--- src/hw/rtl/bfm_ram.sv ---
module bfm_ram #(
    parameter int WIDTH = 8,
    parameter int DEPTH = 256
) (
    input  logic                     aclk,
    input  logic                     we,
    input  logic [$clog2(DEPTH)-1:0] waddr,
    input  logic [WIDTH-1:0]         wdata,
    input  logic [$clog2(DEPTH)-1:0] raddr,
    output logic [WIDTH-1:0]         rdata
);
    logic [WIDTH-1:0] mem [DEPTH];

    always_ff @(posedge aclk) begin
        if (we) begin
            mem[waddr] <= wdata;
        end
        rdata <= mem[raddr];
    end
endmodule

--- config.mk ---
export PLATFORM = sky130hd
export DESIGN_NAME = bfm_ram
export DESIGN_NICKNAME = d
export VERILOG_FILES = /design/src/hw/rtl/bfm_ram.sv
export SDC_FILE = /design/constraint.sdc
export NUM_CORES = 2
export LEC_CHECK = 0
export BUFFER_PORTS_ARGS = -buffer_cell sky130_fd_sc_hd__buf_2
export CORE_ASPECT_RATIO = 0.7
export CORE_UTILIZATION = 55
export CTS_CLUSTER_SIZE = 28
export DETAILED_ROUTE_END_ITERATION = 16
export PLACE_DENSITY_LB_ADDON = 0.15
export SYNTH_ARGS = -nofsm -noshare
export SYNTH_HDL_FRONTEND = slang
export SYNTH_SLANG_ARGS = --single-unit
--- constraint.sdc ---
create_clock -name aclk -period 2.4 [get_ports aclk]
set_input_delay 0.24 -clock aclk [delete_from_list [all_inputs] [get_ports aclk]]
set_output_delay 0.24 -clock aclk [all_outputs]
set_load 0.02 [all_outputs]
==> results.md <==
* First drt pass iteration count at 5
* Via count at 41,616
* Global placement routability congestion at 0.885
* Number of port buffers at 33
* Crit. End Element: flip-flop
* Clock slew at reported path FFs at 60 ps
* Flops & latches, synth at 2,056
* Fill cell count at 9,459
* Postcts setup bufs at 0
* Synth warn at 0
* Worst EP arrival at 3100 ps
* Sink Count at 2,056
* Die width at 457 um
* Final setup vio count at 1
* First-pass GRT wire length at 292,000 um
* Synth Instances at 3,733
* Clock Latency Late Sink at 820 ps
* Layout cells sized above 1 at 32.9%
* Die ar. at 146,000 um^2
* Post-DP HPWL at 134,000 um
* Max VDD drop at 0.000802 V
* Final period utilization at 100%
* H-tree depth at 4
* # placed instances at 6,180
* Worst-path fanout max at 1
* Total Routing Usage GR at 28.2%
* Post-route ant nets at 0
* Core area at 143,000 um^2
* WL/cell at 31.0 um
* Power Total at 72.1 mW
* Leak at 30.4 nW
* Post-place setup slack at -1040 ps
* F_max at 415 MHz
* DIE HEIGHT at 320 um
* Via/cell ratio at 6.38
* Final WL at 202,000 um
* Mapped cell area at 79,600 um^2
* DRC at 0
* Syn_area_per_cell at 21.3 um^2
* Critical Path RT at 3090 ps
* Power per Cell Area at 773 nW/um^2
* Fin crit period at 2410 ps
* Startpoint types: flip-flop
* Fin cells at 6,528
* Post-Syn Nets at 3,759
* Critical path type: reg2reg
* Post-synth EDFFs at 2,048
* Initial Util at 55.5%
* Total CTS buffers at 185
* Slowest stage cell, crit path: mux4_2
* First DRT Iteration DRCs at 5,925
* Normalized max-slew margin at 31.3%
* Worst clock skew at 26.3 ps
* Bufs on Longest Clock Path at 3
* Layout area overhead at 17.3%
* Grt total ovfl at 0
* Number of global-route vias before repair at 40,919
* Worst hold path type: in2reg
* Cell Rows at 116
* Root Driver: clkbuf_16
* Tightest Pin Transition at 1030 ps
* Setup TNS at -10.0 ps
* Asr flop ratio synth at 0%
* Max_cap viols at 0
* CP Cell Sequence: mux4_2 > a22o_1 > a221oi_1 > o221ai_1 > a211oi_2 > buf_4 > nor4_1
* Max Transition Viols Final at 0
* Status: finished with violations
* Initial antenna violation count at 13
* IO Count at 34
* Worst R2R Start: mem[27][3]$_DFFE_PP_
* Top FF cell, synth: edfxtp_1
* Synth unique cells at 55
* Maximum number of pins on one net before global-route repair at 88
* Hold Vio Cnt, Final at 0
* Failing checks: setup timing
* Crit path from: mem[27][3]$_DFFE_PP_
* Hold_sp: waddr[4]
* Worst Slack Setup Final at -10.0 ps
* Largest stage delay, worst path at 470 ps
* Seq/Total Area, Yosys at 77.5%
* CTS tree: built
* Nets at 4,513
power by group:
part,total (mW),internal (mW),switching (mW),leakage [nW]
Clock,28.2,15.4,12.9,2.77
Combinational,4.30,1.75,2.55,9.18
Sequential,39.6,39.6,0.0484,18.5
logic make-up (layout without fill, tap and decap cells):
| logic type | count (synthesis) | in the layout | share of synthesized area, % |
|---|---|---|---|
| muxes | 591 | 591 | 14.6 |
| DFF | 2056 | 2056 | 77.5 |
| buffers and inverters | 235 | 1135 | 1.83 |
| AOI/OAI and AO/OA | 385 | 385 | 3.42 |
| and+or+nand+nor | 466 | 466 | 2.63 |
| other | 0 | 7 | 0 |
synthesized netlist by cell type, types with 13 or more instances:
cell type  number  area share, %
nor3_1         22           0.14
buf_1          22           0.10
buf_2          31           0.20
a221oi_1       13           0.14
nand2_1        33           0.16
nor4_1         24           0.19
a22oi_1       133            1.3
a211oi_1       16           0.15
o22ai_1        28           0.22
buf_4          27           0.25
clkbuf_1      111           0.52
o221ai_1       46           0.51
nor2b_1        31           0.24
edfxtp_1     2048             77
mux4_2        454             13
a21oi_1        96           0.60
mux2i_1       134            1.7
nor2_1        282            1.3
nand3_1        34           0.21
buf_8          13           0.25
buf_6          21           0.30
stage by stage:
| stage | utilization [%] | instance area, um^2 | hold slack (ps) |
|---|---|---|---|
| after floorplan | - | 79600 | 339 |
| after global placement | 61.1 | 87500 | 666 |
| after detailed placement | 61.1 | 87500 | 667 |
| after CTS | 65.1 | 93300 | 47.8 |
| after global routing | 65.1 | 93300 | 115 |
| final | 65.1 | 93300 | 105 |
flip-flops by register name, indices dropped and copies added (netlist names):
name,flops
mem,2048
rdata,8
path summary, 6_finish.rpt:
check	to	slack (ps)	depth (start not counted)
min	mem[250][5]$_DFFE_PP_	100	4
max	rdata[3]$_DFF_P_	-10	7
min reg2reg	rdata[3]$_DFF_P_	1120	7
max reg2reg	rdata[3]$_DFF_P_	-10	7
routing by layer:
layer	global-route usage, %	routed length [um]
met4	6.46	4090
met5	0	0
met2	40.6	89200
met3	5.40	23200
met1	44.8	85800
worst max-delay path, delay by kind of cell (launching register included):
family	cells	cell delay (ps)
flops	1	370
mux	1	470
simple gates	1	40
buf+inv	1	190
compound gates	4	1200
final cells by class:
class / instances / area (um^2) / share of cell area (%)
sequential: 2056 / 61700 / 66.1
clock inverter: 109 / 753 / 0.807
timing repair buffer: 800 / 7020 / 7.53
inverter: 2 / 7.51 / 0.00805
antenna: 7 / 17.5 / 0.0188
multi-input combinational: 1442 / 16600 / 17.8
tap: 1888 / 2360 / 2.53
clock buffer: 224 / 4900 / 5.26
cell usage in the layout, fill, tap and decap left out, drive strengths merged, types with 14 or more instances in the layout:
cell | Yosys | routed
a211oi | 16 | 16
a21oi | 96 | 96
a221oi | 14 | 14
a22oi | 133 | 133
buf | 122 | 790
clkbuf | 111 | 226
clkinv | 1 | 91
edfxtp | 2048 | 2048
mux2i | 134 | 134
mux4 | 456 | 456
nand2 | 33 | 33
nand3 | 34 | 34
nor2 | 282 | 282
nor2b | 31 | 31
nor3 | 22 | 22
nor4 | 27 | 27
o221ai | 47 | 47
o22ai | 28 | 28
what timing repair did:
action	CTS	global route
resized for setup	11	3
hold buffers	8	0
endpoints found under the setup margin	6	2
endpoints found under the hold margin	361	0
(Power assumes the default switching activity.)
