**src/hw/rtl/bfm_mod.sv**
```systemverilog
// serial remainder: one quotient bit per cycle, from the dividend's top bit down
module bfm_mod #(
    parameter int MW = 15
) (
    input  logic          aclk,
    input  logic          aresetn,
    input  logic          start,
    input  logic [31:0]   dividend,
    input  logic [MW-1:0] modulus,
    output logic          done,
    output logic [MW-1:0] remainder
);
    logic [31:0] num_reg;
    logic [MW:0] rem_reg;
    logic [5:0]  cnt_reg;
    logic        busy_reg;
    logic [MW+1:0] shifted;
    logic [MW+1:0] diff;

    always_comb begin
        shifted = {rem_reg, num_reg[31]};
        diff    = shifted - {2'b00, modulus};
    end

    assign remainder = rem_reg[MW-1:0];

    always_ff @(posedge aclk) begin
        if (!aresetn) begin
            busy_reg <= 1'b0;
            done     <= 1'b0;
            cnt_reg  <= '0;
        end else begin
            done <= 1'b0;
            if (start) begin
                busy_reg <= 1'b1;
                num_reg  <= dividend;
                rem_reg  <= '0;
                cnt_reg  <= '0;
            end else if (busy_reg) begin
                num_reg <= {num_reg[30:0], 1'b0};
                if (!diff[MW+1]) begin
                    rem_reg <= diff[MW:0];
                end else begin
                    rem_reg <= shifted[MW:0];
                end
                cnt_reg <= cnt_reg + 6'd1;
                if (cnt_reg == 6'd31) begin
                    busy_reg <= 1'b0;
                    done     <= 1'b1;
                end
            end
        end
    end
endmodule

```
**config.mk**
```make
export PLATFORM = sky130hd
export DESIGN_NAME = bfm_mod
export DESIGN_NICKNAME = d
export VERILOG_FILES = /design/src/hw/rtl/bfm_mod.sv
export SDC_FILE = /design/constraint.sdc
export NUM_CORES = 1
export LEC_CHECK = 0
export ABC_AREA = 1
export ABC_CLOCK_PERIOD_IN_PS = 12520
export CORE_AREA = 5 5 88 90
export CTS_CLUSTER_DIAMETER = 80
export CTS_CLUSTER_SIZE = 12
export DETAILED_ROUTE_END_ITERATION = 16
export DIE_AREA = 0 0 93 95
export DONT_BUFFER_PORTS = 1
export HOLD_SLACK_MARGIN = 0.06
export PLACE_DENSITY = 0.73
export SKIP_LAST_GASP = 1
export SLEW_MARGIN = 15
export SYNTH_ARGS = -nofsm -noshare
export SYNTH_HDL_FRONTEND = slang
export SYNTH_SLANG_ARGS = --single-unit
```
**constraint.sdc**
```tcl
create_clock -name aclk -period 12.52 [get_ports aclk]
set_input_delay 3.13 -clock aclk [delete_from_list [all_inputs] [get_ports aclk]]
set_output_delay 3.13 -clock aclk [all_outputs]
set_load 0.03 [all_outputs]
```
==> summary.txt <==
Yosys
  – Avg Inst Size Synth: ~7.2 µm²
  – Yosys cell types: 24
  – Synthesized flop and latch total: 56
  – Synth top area share: 0.391
  – Top cells by area, synth: edfxtp_1, nand2_1, inv_1
  – Area leader, netlist: edfxtp_1
  – Syn nets: a little under 600
  – Mapped Cells: 513
  – YS warnings: 0
  – Sequential share of the synthesized area: 0.435
  – Post-Syn Area: ~3700 µm²

Min path
  – Hold Path Class: reg -> reg
  – Hold path depth: 2

Drt
  – # DRC: 0
  – Routed vias: approximately 2900
  – Wire per inst: about 12 µm
  – Routed WL: roughly 7200 µm
  – ANT nets after route: 0
  – Via-to-Cell Ratio: roughly 5
  – Pre-antenna DRT Iters: 4
  – Iter 0 DRT Violations: 140

Worst setup path
  – WP data required: 12.59 ns
  – Cell chain of the critical path: ha_1, fa_1, inv_1, nand2_1, nand2_1, nand3_1, nand2_1, nand2_2, nand3_1, nand2_1, nor2_1, nor2_1
  – Most frequent CP cell: nand2_1
  – CP endpoint kind: register
  – WP depth: 12
  – WP buf/inv: 1
  – Arrival time worst endpoint: roughly 5 ns
  – CP Max Fanout: 14
  – Top delay family on crit path: simple AND/OR/NAND/NOR gates
  – Worst-case reg-to-reg path depth: 12
  – CP max stage delay: 0.41 ns
  – Startpoint Class: input port
  – Critical path class: in -> reg
  – Critical path's slowest cell: fa_1

Clock network
  – Post-CTS setup buffers: 0
  – CTS Sinks: between 50 and 60
  – Clk_lat worst skew: around 0.3 ns
  – Hold-fix buffers, CTS: 0
  – Post-cts resize count: 0
  – Clk slew on worst S/H paths: roughly 0.10 ns
  – CTS tree: done
  – Clk root buf: clkbuf_8
  – Total CTS buffers: 5
  – Clock tree buffer depth: 2
  – Clock H-tree levels: 2

Floorplan
  – I/O pins: 66
  – Initial cell density of the core: 0.528
  – Die area: between 8000 and 9000 µm²
  – Horiz. Die Dim: 93 µm
  – Site Rows: 31
  – Core area: 6980 µm²
  – Die height: about 95 µm

Layout
  – Layout area overhead: 1.19%
  – Fin util: 0.534
  – Ant diodes: 0
  – Max FFs per register: 32
  – Share of cells above drive strength 1: 0.0363
  – Fin nets: roughly 560

GRT
  – Total grt overflow: 0
  – Number of global-route vias before repair: ~2700
  – First-pass GRT wire length: approximately 12000 µm
  – Tot GR Track Use: 0.166
  – Largest net degree at the start of global routing: 48
  – Initial antenna violation count: 0

Pwr
  – Maximum VDD drop: between 90 and 100 µV
  – Pwr dens: around 120 nW/µm²
  – Pleak: ~2.0 nW

Placement
  – Post-Place Worst Slack: 7.27 ns
  – RePlAce Congestion: ~0.86
  – Port Buffer Count: 0
  – Dpl hpwl: ~5500 µm

STA
  – Final hold violations: 0
  – Final Slew Violations: 0
  – Final WS setup: roughly 7.6 ns
  – Final Setup Violations: 0
  – Fin Hold WS: around 0.49 ns
  – Fin crit share: 0.393
  – Period minus WS final: 4.92 ns
  – Setup Total Neg Slack: 0 ns
  – RSZ-0062 raised after global routing: no
  – Slew @ Worst Pin: approximately 0.64 ns
  – Fmax: 203 MHz
  – Slew HR: 0.574
  – Final clock skew: 0.00803 ns

Status
  – Status: finished, final reports clean

Job
  – Max_cap viols: 0
==> metrics by stage <==
step,power (mW),area (µm²),cells
floorplan,0.334,3680,513
global route,0.470,3730,578
detailed placement,0.348,3640,570
global placement,0.346,3640,570
finish,0.442,3730,578
CTS,0.446,3730,578
==> where the power goes <==
group	switching, mW	internal, mW
Sequential	0.0173	0.220
Combinational	0.0702	0.0371
Clock	0.0590	0.0388
==> area by class of cell <==
class,instances,area [µm²]
Tap cell,82,103
Fill cell,716,3250
Timing Repair Buffer,2,15.0
Clock buffer,5,68.8
Multi-Input combinational cell,345,1600
Sequential cell,56,1600
Inverter,85,319
Clock inverter,3,18.8
==> tightest hold or removal path, cell delays in order (launching register included) <==
cell	delay, ns
dfxtp_1	0.34
nand2_1	0.07
a21oi_1	0.05
==> worst paths after layout <==
check	from	to	slack, ns
max	modulus[0]	rem_reg[2]$_SDFFCE_PP0P_	7.60
min	cnt_reg[1]$_SDFFE_PP0P_	cnt_reg[1]$_SDFFE_PP0P_	0.49
max reg2reg	rem_reg[0]$_SDFFCE_PP0P_	rem_reg[2]$_SDFFCE_PP0P_	9.91
min reg2reg	cnt_reg[1]$_SDFFE_PP0P_	cnt_reg[1]$_SDFFE_PP0P_	0.49
==> cells in the final DEF, fill, tap and decap left out, types with 2 or more instances in the layout <==
cell	Yosys	final
inv_1	84	84
nand2_2	6	6
o21ai_0	3	3
dfxtp_1	8	8
and2_1	2	2
clkinvlp_4	0	2
clkbuf_8	0	5
nand3_1	32	32
buf_4	16	2
a21oi_1	11	10
nand2_1	206	206
edfxtp_1	48	48
xor2_1	6	6
nor2_1	50	50
xnor2_1	2	2
ha_1	16	16
nor3_1	6	6
nand4_1	2	2
==> synthesized netlist by cell type, drive strengths merged <==
master,instances
inv,85
ha,16
buf,23
clkbuf,4
edfxtp,48
a21oi,11
dfxtp,8
and2,2
or2,1
nand3,32
nand4,2
nor2,50
nand2,212
fa,1
o21ai,3
xnor2,2
xor2,6
nor3,7
==> kinds of logic (layout without fill, tap and decap cells) <==
family | count (synthesis) | after routing | share of synthesized area
adders and majority gates | 17 | 17 | 0.0598
DFF | 56 | 56 | 0.435
buffers and inverters | 112 | 95 | 0.133
AOI/OAI and AO/OA | 14 | 14 | 0.0190
xor gates and xnor gates | 8 | 8 | 0.0190
and+or+nand+nor | 306 | 306 | 0.334
==> layer usage <==
layer  global-route usage  wire length [µm]  vias to the layer above
li1                     -                 -                     1520
met1                0.219              3360                     1260
met2                0.284              3390                       63
met3               0.0319               332                        7
met4               0.0415                87                        0
met5                    0                 0                        -
(Power assumes the default switching activity.)
